### src/rtl/bra_pkg.sv
`timescale 1ns / 1ps

package bra_pkg;

    // Fixed sizes of the request, response and configuration fields, and the pool reset value.
    localparam int RES_SLOTS  = 3;
    localparam int TYPE_W     = 2;
    localparam int CUST_W     = 3;
    localparam int STATUS_W   = 3;
    localparam int CFG_IDX_W  = 2;
    localparam int POOL_RESET = 10;

    // Request type codes. Both upper codes reload the pools.
    localparam logic [TYPE_W-1:0] REQ_ALLOCATE    = 2'd0;
    localparam logic [TYPE_W-1:0] REQ_RELEASE     = 2'd1;
    localparam logic [TYPE_W-1:0] REQ_RESTART     = 2'd2;
    localparam logic [TYPE_W-1:0] REQ_RESTART_ALT = 2'd3;

    // Configuration register indexes.
    localparam logic [CFG_IDX_W-1:0] CFG_POOL_0 = 2'd0;
    localparam logic [CFG_IDX_W-1:0] CFG_POOL_1 = 2'd1;
    localparam logic [CFG_IDX_W-1:0] CFG_POOL_2 = 2'd2;

    typedef enum logic [STATUS_W-1:0] {
        STAT_GRANTED   = 3'd0,
        STAT_NEED      = 3'd1,
        STAT_AVAIL     = 3'd2,
        STAT_UNSAFE    = 3'd3,
        STAT_RELEASED  = 3'd4,
        STAT_RESTARTED = 3'd5
    } t_status;

    typedef enum logic [2:0] {
        ST_IDLE,
        ST_DECODE,
        ST_LOOKUP,
        ST_WALK_START,
        ST_WALK,
        ST_ROLLBACK,
        ST_DONE
    } t_state;

    // Commands from the controller to the datapath.
    typedef struct packed {
        logic    in_ready;
        logic    capture;
        logic    restart;
        logic    rd_cust;
        logic    release_apply;
        logic    tentative;
        logic    walk_init;
        logic    walk_step;
        logic    rollback;
        logic    load_out;
        t_status status;
    } t_dp_cmd;

    // Status from the datapath to the controller.
    typedef struct packed {
        logic is_restart;
        logic is_release;
        logic cust_ok;
        logic over_need;
        logic over_avail;
        logic walk_safe;
        logic walk_unsafe;
        logic out_free;
    } t_dp_stat;

endpackage

### src/rtl/bra_if.sv
`timescale 1ns / 1ps

interface bra_req_if #(
    parameter int AMOUNT_WIDTH = 8
);
    logic                          valid;
    logic                          ready;
    logic [bra_pkg::TYPE_W-1:0]    req_type;
    logic [bra_pkg::CUST_W-1:0]    customer;
    logic [AMOUNT_WIDTH-1:0]       amount_0;
    logic [AMOUNT_WIDTH-1:0]       amount_1;
    logic [AMOUNT_WIDTH-1:0]       amount_2;

    modport source (
        output valid, req_type, customer, amount_0, amount_1, amount_2,
        input  ready
    );
    modport sink (
        input  valid, req_type, customer, amount_0, amount_1, amount_2,
        output ready
    );
endinterface

interface bra_rsp_if #(
    parameter int AMOUNT_WIDTH = 8
);
    logic                          valid;
    logic                          ready;
    logic [bra_pkg::STATUS_W-1:0]  status;
    logic [AMOUNT_WIDTH-1:0]       avail_0;
    logic [AMOUNT_WIDTH-1:0]       avail_1;
    logic [AMOUNT_WIDTH-1:0]       avail_2;

    modport source (
        output valid, status, avail_0, avail_1, avail_2,
        input  ready
    );
    modport sink (
        input  valid, status, avail_0, avail_1, avail_2,
        output ready
    );
endinterface

### src/rtl/bra_ctrl.sv
`timescale 1ns / 1ps

module bra_ctrl (
    input  logic               i_clk,
    input  logic               i_rst_n,
    input  logic               i_in_valid,
    input  bra_pkg::t_dp_stat  i_stat,
    output bra_pkg::t_dp_cmd   o_cmd
);

    bra_pkg::t_state  r_state, n_state;
    bra_pkg::t_status r_status, n_status;

    always_ff @(posedge i_clk) begin
        if (!i_rst_n) begin
            r_state  <= bra_pkg::ST_IDLE;
            r_status <= bra_pkg::STAT_GRANTED;
        end else begin
            r_state  <= n_state;
            r_status <= n_status;
        end
    end

    always_comb begin
        n_state      = r_state;
        n_status     = r_status;
        o_cmd        = '0;
        o_cmd.status = r_status;
        case (r_state)
            bra_pkg::ST_IDLE: begin
                o_cmd.in_ready = 1'b1;
                if (i_in_valid) begin
                    o_cmd.capture = 1'b1;
                    n_state       = bra_pkg::ST_DECODE;
                end
            end
            bra_pkg::ST_DECODE: begin
                if (i_stat.is_restart) begin
                    o_cmd.restart = 1'b1;
                    n_status      = bra_pkg::STAT_RESTARTED;
                    n_state       = bra_pkg::ST_DONE;
                end else if (!i_stat.cust_ok) begin
                    n_status = i_stat.is_release ? bra_pkg::STAT_RELEASED
                                                 : bra_pkg::STAT_NEED;
                    n_state  = bra_pkg::ST_DONE;
                end else begin
                    o_cmd.rd_cust = 1'b1;
                    n_state       = bra_pkg::ST_LOOKUP;
                end
            end
            bra_pkg::ST_LOOKUP: begin
                if (i_stat.is_release) begin
                    o_cmd.release_apply = 1'b1;
                    n_status            = bra_pkg::STAT_RELEASED;
                    n_state             = bra_pkg::ST_DONE;
                end else if (i_stat.over_need) begin
                    n_status = bra_pkg::STAT_NEED;
                    n_state  = bra_pkg::ST_DONE;
                end else if (i_stat.over_avail) begin
                    n_status = bra_pkg::STAT_AVAIL;
                    n_state  = bra_pkg::ST_DONE;
                end else begin
                    o_cmd.tentative = 1'b1;
                    n_state         = bra_pkg::ST_WALK_START;
                end
            end
            bra_pkg::ST_WALK_START: begin
                o_cmd.walk_init = 1'b1;
                n_state         = bra_pkg::ST_WALK;
            end
            bra_pkg::ST_WALK: begin
                o_cmd.walk_step = 1'b1;
                if (i_stat.walk_safe) begin
                    n_status = bra_pkg::STAT_GRANTED;
                    n_state  = bra_pkg::ST_DONE;
                end else if (i_stat.walk_unsafe) begin
                    n_state = bra_pkg::ST_ROLLBACK;
                end
            end
            bra_pkg::ST_ROLLBACK: begin
                o_cmd.rollback = 1'b1;
                n_status       = bra_pkg::STAT_UNSAFE;
                n_state        = bra_pkg::ST_DONE;
            end
            bra_pkg::ST_DONE: begin
                if (i_stat.out_free) begin
                    o_cmd.load_out = 1'b1;
                    n_state        = bra_pkg::ST_IDLE;
                end
            end
            default: begin
                n_state = bra_pkg::ST_IDLE;
            end
        endcase
    end

endmodule

### src/rtl/bra_dp.sv
`timescale 1ns / 1ps

module bra_dp #(
    parameter int NUM_CUSTOMERS = 5,
    parameter int NUM_RESOURCES = 3,
    parameter int AMOUNT_WIDTH  = 8
) (
    input  logic                                               i_clk,
    input  logic                                               i_rst_n,
    input  bra_pkg::t_dp_cmd                                   i_cmd,
    output bra_pkg::t_dp_stat                                  o_stat,
    input  logic [bra_pkg::TYPE_W-1:0]                         i_req_type,
    input  logic [bra_pkg::CUST_W-1:0]                         i_customer,
    input  logic [bra_pkg::RES_SLOTS-1:0][AMOUNT_WIDTH-1:0]    i_amount,
    input  logic                                               i_cfg_we,
    input  logic [bra_pkg::CFG_IDX_W-1:0]                      i_cfg_idx,
    input  logic [AMOUNT_WIDTH-1:0]                            i_cfg_data,
    input  logic                                               i_out_ready,
    output logic                                               o_out_valid,
    output logic [bra_pkg::STATUS_W-1:0]                       o_out_status,
    output logic [bra_pkg::RES_SLOTS-1:0][AMOUNT_WIDTH-1:0]    o_out_avail
);

    localparam int CIW = (NUM_CUSTOMERS > 1) ? $clog2(NUM_CUSTOMERS) : 1;
    localparam int WW  = AMOUNT_WIDTH + $clog2(NUM_CUSTOMERS + 1);

    typedef logic [bra_pkg::RES_SLOTS-1:0][AMOUNT_WIDTH-1:0] t_row;
    typedef logic [bra_pkg::RES_SLOTS-1:0][WW-1:0]           t_work;

    localparam logic [AMOUNT_WIDTH-1:0] AMT_MAX = '1;

    // Captured request.
    logic [bra_pkg::TYPE_W-1:0] r_type;
    logic [bra_pkg::CUST_W-1:0] r_cust;
    t_row                       r_amt;

    // Architectural state.
    t_row                       r_pool;
    t_row                       r_avail, n_avail;
    logic [NUM_CUSTOMERS-1:0]   r_valid;

    // Allocation memory, one row per customer.
    t_row                       mem [NUM_CUSTOMERS];
    t_row                       r_rd_row;
    logic                       r_rd_vld;
    t_row                       r_old_row;

    // Safety walk.
    t_work                      r_work;
    logic [NUM_CUSTOMERS-1:0]   r_done;
    logic [CIW-1:0]             r_idx;
    logic                       r_progress;

    // Output register.
    logic                       r_out_vld;
    bra_pkg::t_status           r_out_status;
    t_row                       r_out_avail;

    logic                       rd_en;
    logic [CIW-1:0]             rd_addr;
    logic [CIW-1:0]             cust_addr;
    logic [CIW-1:0]             idx_next;
    logic                       wr_en;
    t_row                       wr_data;
    t_row                       rd_eff;
    t_row                       need;
    t_row                       row_plus;
    logic                       over_need;
    logic                       over_avail;
    logic                       fit_res;
    logic                       fits;
    logic                       wrap;
    logic                       progress_next;
    logic [NUM_CUSTOMERS-1:0]   done_next;
    logic                       all_done;
    logic [AMOUNT_WIDTH:0]      rel_sum [bra_pkg::RES_SLOTS];

    assign cust_addr = CIW'(r_cust);
    assign rd_eff    = r_rd_vld ? r_rd_row : '0;
    assign wrap      = (r_idx == CIW'(NUM_CUSTOMERS - 1));
    assign idx_next  = wrap ? '0 : r_idx + 1'b1;

    always_comb begin
        over_need  = 1'b0;
        over_avail = 1'b0;
        fit_res    = 1'b1;
        for (int r = 0; r < bra_pkg::RES_SLOTS; r++) begin
            need[r]     = (r_pool[r] > rd_eff[r]) ? (r_pool[r] - rd_eff[r]) : '0;
            row_plus[r] = rd_eff[r];
            rel_sum[r]  = {1'b0, r_avail[r]} + {1'b0, rd_eff[r]};
            if (r < NUM_RESOURCES) begin
                row_plus[r] = rd_eff[r] + r_amt[r];
                if (r_amt[r] > need[r]) begin
                    over_need = 1'b1;
                end
                if (r_amt[r] > r_avail[r]) begin
                    over_avail = 1'b1;
                end
                if (WW'(need[r]) > r_work[r]) begin
                    fit_res = 1'b0;
                end
            end
        end
    end

    always_comb begin
        fits               = fit_res && !r_done[r_idx];
        done_next          = r_done;
        done_next[r_idx]   = r_done[r_idx] | fits;
        all_done           = &done_next;
        progress_next      = r_progress | fits;
    end

    always_comb begin
        o_stat.is_restart  = (r_type inside {bra_pkg::REQ_RESTART, bra_pkg::REQ_RESTART_ALT});
        o_stat.is_release  = (r_type == bra_pkg::REQ_RELEASE);
        o_stat.cust_ok     = (32'(r_cust) < NUM_CUSTOMERS);
        o_stat.over_need   = over_need;
        o_stat.over_avail  = over_avail;
        o_stat.walk_safe   = all_done;
        o_stat.walk_unsafe = wrap && !progress_next && !all_done;
        o_stat.out_free    = !r_out_vld || i_out_ready;
    end

    // Memory port selection.
    always_comb begin
        rd_en = i_cmd.rd_cust | i_cmd.walk_init | i_cmd.walk_step;
        if (i_cmd.rd_cust) begin
            rd_addr = cust_addr;
        end else if (i_cmd.walk_init) begin
            rd_addr = '0;
        end else begin
            rd_addr = idx_next;
        end
        wr_en   = i_cmd.tentative | i_cmd.rollback;
        wr_data = i_cmd.tentative ? row_plus : r_old_row;
    end

    always_ff @(posedge i_clk) begin
        if (wr_en) begin
            mem[cust_addr] <= wr_data;
        end
        if (rd_en) begin
            r_rd_row <= mem[rd_addr];
            r_rd_vld <= r_valid[rd_addr];
        end
    end

    always_ff @(posedge i_clk) begin
        if (!i_rst_n) begin
            r_valid <= '0;
        end else if (i_cmd.restart) begin
            r_valid <= '0;
        end else if (i_cmd.release_apply) begin
            r_valid[cust_addr] <= 1'b0;
        end else if (wr_en) begin
            r_valid[cust_addr] <= 1'b1;
        end
    end

    // Next available counts.
    always_comb begin
        n_avail = r_avail;
        for (int r = 0; r < bra_pkg::RES_SLOTS; r++) begin
            if (i_cmd.restart) begin
                n_avail[r] = r_pool[r];
            end else if (r < NUM_RESOURCES) begin
                if (i_cmd.release_apply) begin
                    n_avail[r] = rel_sum[r][AMOUNT_WIDTH] ? AMT_MAX
                                                          : rel_sum[r][AMOUNT_WIDTH-1:0];
                end else if (i_cmd.tentative) begin
                    n_avail[r] = r_avail[r] - r_amt[r];
                end else if (i_cmd.rollback) begin
                    n_avail[r] = r_avail[r] + r_amt[r];
                end
            end
        end
    end

    always_ff @(posedge i_clk) begin
        if (!i_rst_n) begin
            for (int r = 0; r < bra_pkg::RES_SLOTS; r++) begin
                r_pool[r]  <= AMOUNT_WIDTH'(bra_pkg::POOL_RESET);
                r_avail[r] <= AMOUNT_WIDTH'(bra_pkg::POOL_RESET);
            end
        end else begin
            r_avail <= n_avail;
            if (i_cfg_we) begin
                case (i_cfg_idx)
                    bra_pkg::CFG_POOL_0: r_pool[0] <= i_cfg_data;
                    bra_pkg::CFG_POOL_1: r_pool[1] <= i_cfg_data;
                    bra_pkg::CFG_POOL_2: r_pool[2] <= i_cfg_data;
                    default: begin
                    end
                endcase
            end
        end
    end

    // Request capture, rollback copy and safety walk.
    always_ff @(posedge i_clk) begin
        if (i_cmd.capture) begin
            r_type <= i_req_type;
            r_cust <= i_customer;
            r_amt  <= i_amount;
        end
        if (i_cmd.tentative) begin
            r_old_row <= rd_eff;
        end
        if (i_cmd.walk_init) begin
            for (int r = 0; r < bra_pkg::RES_SLOTS; r++) begin
                r_work[r] <= WW'(r_avail[r]);
            end
            r_done     <= '0;
            r_idx      <= '0;
            r_progress <= 1'b0;
        end else if (i_cmd.walk_step) begin
            if (fits) begin
                for (int r = 0; r < bra_pkg::RES_SLOTS; r++) begin
                    r_work[r] <= r_work[r] + WW'(rd_eff[r]);
                end
            end
            r_done     <= done_next;
            r_idx      <= idx_next;
            r_progress <= wrap ? 1'b0 : progress_next;
        end
    end

    always_ff @(posedge i_clk) begin
        if (!i_rst_n) begin
            r_out_vld <= 1'b0;
        end else if (i_cmd.load_out) begin
            r_out_vld <= 1'b1;
        end else if (i_out_ready) begin
            r_out_vld <= 1'b0;
        end
    end

    always_ff @(posedge i_clk) begin
        if (i_cmd.load_out) begin
            r_out_status <= i_cmd.status;
            for (int r = 0; r < bra_pkg::RES_SLOTS; r++) begin
                r_out_avail[r] <= (r < NUM_RESOURCES) ? r_avail[r] : '0;
            end
        end
    end

    assign o_out_valid  = r_out_vld;
    assign o_out_status = r_out_status;
    assign o_out_avail  = r_out_avail;

endmodule

### src/rtl/bankers_resource_allocator_unit.sv
`timescale 1ns / 1ps

// Banker's deadlock-avoidance allocator. Each request on i_req either asks
// customer i_req.customer's units of up to three resources, releases all
// that the customer holds, or restarts the pools; exactly one response
// follows on o_rsp with a status and the available counts after the step.
// A customer's maximum claim is the pool size of each resource, written
// through the plain configuration port (index 0 to 2, reset 10 each). The
// block works on one request at a time. A restart, or a request or release
// that names a customer beyond the last one, is answered straight from
// decode, any other release or refused allocation after the table lookup,
// and an allocation that passes both checks after the safety walk, with a
// rollback of the grant when the walk finds the state unsafe. The walk
// makes at most NUM_CUSTOMERS squared customer checks (25 for five
// customers) and checks one customer row against the work vector per
// cycle, since the allocation memory has one read port. A new response
// is held back while the previous one is still waiting downstream. No
// clearing pass is needed after reset; per-customer valid bits stand for
// the cleared allocation table.
module bankers_resource_allocator_unit #(
    parameter int NUM_CUSTOMERS = 5,
    parameter int NUM_RESOURCES = 3,
    parameter int AMOUNT_WIDTH  = 8
) (
    input  logic                              i_clk,
    input  logic                              i_rst_n,
    bra_req_if.sink                           i_req,
    bra_rsp_if.source                         o_rsp,
    input  logic                              i_cfg_we,
    input  logic [bra_pkg::CFG_IDX_W-1:0]     i_cfg_idx,
    input  logic [AMOUNT_WIDTH-1:0]           i_cfg_data
);

    bra_pkg::t_dp_cmd  s_cmd;
    bra_pkg::t_dp_stat s_stat;

    logic [bra_pkg::RES_SLOTS-1:0][AMOUNT_WIDTH-1:0] s_amount;
    logic [bra_pkg::RES_SLOTS-1:0][AMOUNT_WIDTH-1:0] s_avail;

    // The request channel is ready only while the controller is idle; the
    // response sits in its own register, so a new request may be taken
    // while the previous response is still waiting downstream.
    assign i_req.ready = s_cmd.in_ready;
    assign s_amount    = {i_req.amount_2, i_req.amount_1, i_req.amount_0};

    // The controller sequences decode, table lookup, the safety walk and
    // any rollback.
    bra_ctrl u_ctrl (
        .i_clk      (i_clk),
        .i_rst_n    (i_rst_n),
        .i_in_valid (i_req.valid),
        .i_stat     (s_stat),
        .o_cmd      (s_cmd)
    );

    // The datapath holds the pools, available counts, allocation memory,
    // work vector and the response register.
    bra_dp #(
        .NUM_CUSTOMERS (NUM_CUSTOMERS),
        .NUM_RESOURCES (NUM_RESOURCES),
        .AMOUNT_WIDTH  (AMOUNT_WIDTH)
    ) u_dp (
        .i_clk        (i_clk),
        .i_rst_n      (i_rst_n),
        .i_cmd        (s_cmd),
        .o_stat       (s_stat),
        .i_req_type   (i_req.req_type),
        .i_customer   (i_req.customer),
        .i_amount     (s_amount),
        .i_cfg_we     (i_cfg_we),
        .i_cfg_idx    (i_cfg_idx),
        .i_cfg_data   (i_cfg_data),
        .i_out_ready  (o_rsp.ready),
        .o_out_valid  (o_rsp.valid),
        .o_out_status (o_rsp.status),
        .o_out_avail  (s_avail)
    );

    assign o_rsp.avail_0 = s_avail[0];
    assign o_rsp.avail_1 = s_avail[1];
    assign o_rsp.avail_2 = s_avail[2];

`ifndef SYNTHESIS
    // Every request passes through decode before a response can be loaded.
    a_no_early_response: assert property (@(posedge i_clk) disable iff (!i_rst_n)
        (i_req.valid && i_req.ready) |=> !s_cmd.load_out)
        else $error("response loaded in the cycle after a request was accepted");

    // A response is only loaded when the output register can take it.
    a_load_when_free: assert property (@(posedge i_clk) disable iff (!i_rst_n)
        s_cmd.load_out |-> s_stat.out_free)
        else $error("response loaded over one still waiting");

    // A loaded response is presented in the following cycle.
    a_load_shows_valid: assert property (@(posedge i_clk) disable iff (!i_rst_n)
        s_cmd.load_out |=> o_rsp.valid)
        else $error("loaded response not presented");

    // A rollback only follows a walk that ended unsafe.
    a_rollback_after_unsafe: assert property (@(posedge i_clk) disable iff (!i_rst_n)
        s_cmd.rollback |-> $past(s_stat.walk_unsafe && s_cmd.walk_step))
        else $error("rollback without an unsafe walk");
`endif

endmodule
### src/flat_wrapper.sv
// flat-port wrapper written by rule: the top's interface ports become plain ports
module bankers_resource_allocator_unit_flat 
#(
    parameter int NUM_CUSTOMERS = 5,
    parameter int NUM_RESOURCES = 3,
    parameter int AMOUNT_WIDTH  = 8
)
  (i_clk, i_rst_n, i_cfg_we, i_cfg_idx, i_cfg_data, i_req_valid, i_req_req_type, i_req_customer, i_req_amount_0, i_req_amount_1, i_req_amount_2, i_req_ready, o_rsp_valid, o_rsp_status, o_rsp_avail_0, o_rsp_avail_1, o_rsp_avail_2, o_rsp_ready);
  bra_req_if #(.AMOUNT_WIDTH(AMOUNT_WIDTH)) i_req_i ();
  bra_rsp_if #(.AMOUNT_WIDTH(AMOUNT_WIDTH)) o_rsp_i ();
  input  logic i_clk;
  input  logic i_rst_n;
  input  logic i_cfg_we;
  input  logic [bra_pkg::CFG_IDX_W-1:0] i_cfg_idx;
  input  logic [AMOUNT_WIDTH-1:0] i_cfg_data;
  input wire logic [$bits(i_req_i.valid)-1:0] i_req_valid;
  input wire logic [$bits(i_req_i.req_type)-1:0] i_req_req_type;
  input wire logic [$bits(i_req_i.customer)-1:0] i_req_customer;
  input wire logic [$bits(i_req_i.amount_0)-1:0] i_req_amount_0;
  input wire logic [$bits(i_req_i.amount_1)-1:0] i_req_amount_1;
  input wire logic [$bits(i_req_i.amount_2)-1:0] i_req_amount_2;
  output wire logic [$bits(i_req_i.ready)-1:0] i_req_ready;
  output wire logic [$bits(o_rsp_i.valid)-1:0] o_rsp_valid;
  output wire logic [$bits(o_rsp_i.status)-1:0] o_rsp_status;
  output wire logic [$bits(o_rsp_i.avail_0)-1:0] o_rsp_avail_0;
  output wire logic [$bits(o_rsp_i.avail_1)-1:0] o_rsp_avail_1;
  output wire logic [$bits(o_rsp_i.avail_2)-1:0] o_rsp_avail_2;
  input wire logic [$bits(o_rsp_i.ready)-1:0] o_rsp_ready;
  assign i_req_i.valid = i_req_valid;
  assign i_req_i.req_type = i_req_req_type;
  assign i_req_i.customer = i_req_customer;
  assign i_req_i.amount_0 = i_req_amount_0;
  assign i_req_i.amount_1 = i_req_amount_1;
  assign i_req_i.amount_2 = i_req_amount_2;
  assign i_req_ready = i_req_i.ready;
  assign o_rsp_valid = o_rsp_i.valid;
  assign o_rsp_status = o_rsp_i.status;
  assign o_rsp_avail_0 = o_rsp_i.avail_0;
  assign o_rsp_avail_1 = o_rsp_i.avail_1;
  assign o_rsp_avail_2 = o_rsp_i.avail_2;
  assign o_rsp_i.ready = o_rsp_ready;
  bankers_resource_allocator_unit #(.NUM_CUSTOMERS(NUM_CUSTOMERS), .NUM_RESOURCES(NUM_RESOURCES), .AMOUNT_WIDTH(AMOUNT_WIDTH)) u_core (.i_clk(i_clk), .i_rst_n(i_rst_n), .i_req(i_req_i), .o_rsp(o_rsp_i), .i_cfg_we(i_cfg_we), .i_cfg_idx(i_cfg_idx), .i_cfg_data(i_cfg_data));
endmodule
### config.mk
export PLATFORM = sky130hd
export DESIGN_NAME = bankers_resource_allocator_unit_flat
export DESIGN_NICKNAME = d
export VERILOG_FILES = /design/src/rtl/bra_pkg.sv /design/src/rtl/bra_if.sv /design/src/rtl/bra_ctrl.sv /design/src/rtl/bra_dp.sv /design/src/rtl/bankers_resource_allocator_unit.sv /design/src/flat_wrapper.sv
export SDC_FILE = /design/constraint.sdc
export NUM_CORES = 1
export LEC_CHECK = 0
export BUFFER_PORTS_ARGS = -buffer_cell sky130_fd_sc_hd__buf_2
export CAP_MARGIN = 10
export CORE_MARGIN = 4
export CORE_UTILIZATION = 40
export DETAILED_ROUTE_END_ITERATION = 6
export PLACE_DENSITY = 0.59
export SYNTH_ARGS = -nofsm -noshare
export SYNTH_HDL_FRONTEND = slang
export SYNTH_SLANG_ARGS = --single-unit
### constraint.sdc
create_clock -name i_clk -period 10.2 [get_ports i_clk]
set_input_delay 1.53 -clock i_clk [delete_from_list [all_inputs] [get_ports i_clk]]
set_output_delay 1.53 -clock i_clk [all_outputs]
set_load 0.005 [all_outputs]
Word level (Yosys, flattened, before mapping)
Memory sizes are Yosys's and may differ from the RTL's. A register that Yosys moved wholly into a read port is not among the register bits. Index checks and enable logic that the tools add are counted.

Add/sub/neg operators: 19. Magnitude comparators: 18. Equality and inequality tests: 18. Multiplexer cells: 85. Bitwise logic cells: 9. Reduce and logical (&&, ||, !) cells: 28.

Operator list (count): 2-to-1 mux 8 bit (18); 2-to-1 mux 30 bit (3); greater-than comparator 8 bit (9); 2-to-1 mux 3 bit (19); adder 8 bit (6); 2-to-1 mux 24 bit (2); subtractor 8 bit (6); adder 11 x 8 -> 11 bit (3); greater-than comparator 8 x 11 -> 1 bit (3); 2-to-1 mux 1 bit (31); adder 8 x 8 -> 9 bit (3); case mux 3 bit (7 select lines) (1); equality test 3 bit (second input constant) (4); less-than comparator 3 x 4 -> 1 bit (second input constant) (3); case mux 3 bit (4 select lines) (1); 2-to-1 mux 5 bit (2); AND reduction 2 bit (5); nonzero test 2 bit (5); nonzero test 4 bit (2); binary-select mux 1 bit (select 3 bit) (2); demux 1 bit (select 3 bit) (2); equality test 2 bit (second input constant) (3); equality test 3 x 2 -> 1 bit (second input constant) (2); greater-or-equal comparator 3 x 1 -> 1 bit (second input constant) (2); other kinds (24) (40).

Bits in registers: 183. RAM bits: 120. Input port bits: 44. Output and inout bits: 29. Logic and storage cells: 210. Memories kept: 1.

Memories: u_core.u_dp.mem (words 5, bits a word 24, rd ports 1, clocked after Yosys merged registers in 1, write ports 1, RTL line bra_dp.sv:43) `t_row mem [NUM_CUSTOMERS];`.

Longest topological paths before layout
Word-level depth: 16. Gate-level depth with buffers: 25. Depth with buffers taken out: 20.

By module
From an unflattened synthesis, not the netlist that was laid out.

Cells, all modules: 1939. Area, all modules: 19981.7 µm².

Modules (own cells, without submodules): bra_dp (instances 1, cells each 1876, area an instance 19512.5 µm², sequential area each 8918.6 µm²); bra_ctrl (instances 1, cells each 63, area an instance 469.2 µm², sequential area each 120.1 µm²).

Least setup slack after synthesis
Ideal clock, no wire load.

Kind: register to register. From: reg u_core.u_dp.r_rd_vld. To: reg u_core.u_dp.r_avail[21] (netlist bit). Library setup time: 127 ps. Arrival: 6391 ps. Required time: 10073 ps. Setup slack: 3682 ps. Cell stages (with the launch flop): 23. Buffers on the path: 2. Clock period less this slack: 6518 ps. Cell sequence: edfxtp_1 > clkbuf_1 > and2_1 > ha_1 > fa_1 > nor2b_1 > o21ai_0 > a21boi_0 > o21ai_0 > a21boi_0 > o21a_1 > o22a_1 > clkbuf_1 > nand2_1 > ha_1 > and3_4 > nor2b_4 > o311ai_4 > and3_1 > nand2_1 > nor3_1 > a221o_1 > a211oi_1.

RTL lines: start, declared (RTL line bra_dp.sv:45) `logic r_rd_vld;`; start signal, assigned (RTL line bra_dp.sv:145) `r_rd_vld <= r_valid[rd_addr];`; end signal, assigned by index (RTL line bra_dp.sv:184) `r_avail[r] <= AMOUNT_WIDTH'(bra_pkg::POOL_RESET);`; end signal, assigned (RTL line bra_dp.sv:187) `r_avail <= n_avail;`; end, declared (RTL line bra_dp.sv:39) `t_row r_avail, n_avail;`.

==> impl_metrics.env <==
export IMPL_synth_edff_count=249
export IMPL_clk_pin_slew_ns=0.06
export IMPL_postSynthAreaPerCell_um2=10.1
export IMPL_max_freq_mhz=139
export IMPL_routed_wl_um=56200
export IMPL_cts_sinks=327
export IMPL_synth_warnings=0
export IMPL_netlist_area_leader_share_pct=38.0
export IMPL_cts_root_buf="clkbuf_16"
export IMPL_via_count=14873
export IMPL_grt_max_degree=52
export IMPL_track_usage_pct=20.8
export IMPL_grt_ovfl_total=0
export IMPL_yosys_area_top_type="edfxtp_1"
export IMPL_first_iter_violations=972
export IMPL_drive_gt1_share_pct=8.99
export IMPL_ir_drop_mv=0.128
export IMPL_criticalPathCategory="reg -> reg"
export IMPL_min_period_ns=7.18
export IMPL_relSlewSlack_pct=24.2
export IMPL_syn_nets=2204
export IMPL_drtAntennaViolNets=0
export IMPL_period_share_pct=70.4
export IMPL_status="finished clean"
export IMPL_power_leakage_nw=9.15
export IMPL_finalNetCount=2265
export IMPL_grt_pass1_vias=14678
export IMPL_r2r_start="u_core.u_dp.r_rd_vld$_DFFE_PP_"
export IMPL_min_from="u_core.u_ctrl.r_status[1]$_SDFFE_PN0P_"
export IMPL_rows=81
export IMPL_antenna_cells=0
export IMPL_p_total_mw=6.84
export IMPL_power_density_nw_per_um2=310
export IMPL_synth_area_leaders="edfxtp_1 (38%), ha_1 (12%), dfxtp_1 (7.9%), nand2_1 (5.6%), o21ai_0 (4.1%)"
export IMPL_die_y_um=230
export IMPL_synth_common_cells="nand2_1 (295), edfxtp_1 (249), ha_1 (188), o21ai_0 (162), inv_1 (123)"
export IMPL_rsz0062_at_grt="false"
export IMPL_post_dp_cell_area_um2=20800
export IMPL_fin_area_um2=22000
export IMPL_grt_pass1_wl_um=85800
export IMPL_die_width_um=230
export IMPL_firstDrtPassIters=5
export IMPL_ys_seq_area_share_pct=45.9
export IMPL_fin_cells=2710
export IMPL_area_growth_pct=11.8
export IMPL_port_buffers=72
export IMPL_synth_area_um2=19700
export IMPL_antenna_found_initial=0
export IMPL_r2r_end="u_core.u_dp.mem[0][20]$_DFFE_PP_"
export IMPL_finalHoldViolCount=0
export IMPL_gp_congestion=0.935
export IMPL_start_util_pct=40.3
export IMPL_tns_ns=0
export IMPL_tritoncts="yes"
export IMPL_arrival_ns=7.35
export IMPL_die_area_um2=52900
export IMPL_dp_hpwl_um=41400
export IMPL_r2r_cells=19
export IMPL_drcViolationCount=0
export IMPL_core_um2=48800
export IMPL_startpoint="u_core.u_dp.r_rd_vld$_DFFE_PP_"
export IMPL_setup_viol=0
export IMPL_clk_path_buf_depth=3
export IMPL_crit_path_max_fanout=28
export IMPL_required_ns=10.37
export IMPL_post_cts_buffers=0
export IMPL_nFillCells=4624
export IMPL_maxCapViolCount=0
export IMPL_regToRegSetupSlack_ns=3.02
export IMPL_crit_path_end="u_core.u_dp.mem[0][20]$_DFFE_PP_"
export IMPL_numCtsBuffers=39
export IMPL_post_synth_top_count_cell="nand2_1"
export IMPL_maxSlewViolCount=0
export IMPL_hold_buffers=0
export IMPL_placed_cells=2638
export IMPL_endpoint_kind="flop"
export IMPL_synth_distinct_cells=70
export IMPL_ios=73
export IMPL_worstSetupStartpointType="flop"
export IMPL_htree_levels=2
export IMPL_fin_hold_ws_ns=0.438
export IMPL_worst_slew_pin_slew_ns=1.14
export IMPL_finalClockSkew_ns=0.0236
export IMPL_vias_per_cell=5.49
export IMPL_netlist_instances=1954
export IMPL_min_path_type="reg -> reg"
export IMPL_routedWlPerCell_um=20.7
export IMPL_async_flop_share_pct=0
export IMPL_clk_latency_ns=0.57
export IMPL_cts_resized=0
export IMPL_synth_seq_cells=327
export IMPL_synth_main_ff_cell="edfxtp_1"
[registers in the layout, summed over array words and instances, names as in the netlist, 24 cells and up, named ones only]
signal and flops:
u_core.u_dp.mem 120, u_core.u_dp.r_work 33, u_core.u_dp.o_out_avail 24, u_core.u_dp.r_amt 24
u_core.u_dp.r_avail 24, u_core.u_dp.r_old_row 24, u_core.u_dp.r_pool 24, u_core.u_dp.r_rd_row 24
[how the worst min path moves through the flow]
stage / to / slack (ns) / cells after the start
global route: u_core.u_dp.o_out_status[1]$_DFFE_PP_ / 0.43 / 0
finish: u_core.u_dp.o_out_status[1]$_DFFE_PP_ / 0.44 / 0
global placement: u_core.u_dp.o_out_status[2]$_DFFE_PP_ / 0.42 / 0
CTS: u_core.u_dp.o_out_status[1]$_DFFE_PP_ / 0.43 / 0
floorplan: u_core.u_dp.o_out_status[0]$_DFFE_PP_ / 0.41 / 0
detailed placement: u_core.u_dp.o_out_status[1]$_DFFE_PP_ / 0.42 / 0
[stage by stage]
| stage | worst slack (ns) | utilization [%] |
|---|---|---|
| 2_1_floorplan | 3.68 | - |
| 3_3_place_gp | 3.17 | 42.5 |
| 3_5_place_dp | 3.05 | 42.5 |
| 4_1_cts | 3.02 | 45.1 |
| 5_1_grt | 2.52 | 45.1 |
| 6_report | 3.02 | 45.1 |
[cell type report]
class	count	area, um2	area share (%)
inverter	124	465	2.11
timing repair buffer	89	488	2.22
multi-input combinational	1434	9950	45.2
clock inverter	20	196	0.892
tap	664	831	3.77
sequential	327	9040	41.0
clock buffer	52	1050	4.79
[placed cells by master, fill, tap and decap left out, types with 39 or more instances in the layout]
cell	synthesis	layout
inv_1	123	123
nand2_1	295	295
nor2_1	95	94
ha_1	188	188
xnor2_1	49	49
o21ai_0	162	162
dfxtp_1	78	78
clkbuf_16	0	39
a21oi_1	82	82
buf_2	9	72
nor2b_1	40	40
mux2i_1	45	44
edfxtp_1	249	249
[cells by family after synthesis]
| family | count (synthesis) | share of synthesized area (%) |
|---|---|---|
| XOR/XNOR | 71 | 3.16 |
| multiplexers | 50 | 2.57 |
| AO/OA/AOI/OAI | 481 | 15.9 |
| flip-flops | 327 | 45.9 |
| adder cells (fa/ha/maj) | 206 | 13.8 |
| AND/OR/NAND/NOR | 626 | 14.8 |
| buffers and inverters | 193 | 3.89 |
[worst max-delay path, stage by stage (launching register included)]
cell      delay [ns]
edfxtp_1        0.74
and2_1          0.37
ha_1            0.24
fa_1            0.47
nor2b_1         0.12
o21ai_0         0.10
a21boi_0        0.26
o21ai_0         0.13
a21boi_0        0.27
o21a_1          0.15
o22a_1          0.41
nand2b_1        0.12
ha_1            0.31
and3_4          0.19
nor2b_4         0.12
o311ai_2        0.39
nand3_1         0.12
or4b_4          0.77
nand2_1         0.47
and3_1          0.99
[power by group]
part | leakage (nW) | switching [mW] | total, mW | internal (mW)
logic | 5.63 | 2.12 | 3.47 | 1.35
clock network | 0.602 | 0.580 | 1.37 | 0.788
registers | 2.91 | 0.256 | 2.00 | 1.75
total | 9.15 | 2.96 | 6.84 | 3.88
[layer usage]
metal	up-vias	GRT usage, %	part of all wire [%]
met1	7211	27.0	43
met4	0	8.37	3.8
met2	364	35.2	48
met5	-	0	0
met3	94	2.79	4.6
li1	7204	-	-
No activity file was read; power rests on OpenSTA's default activity.
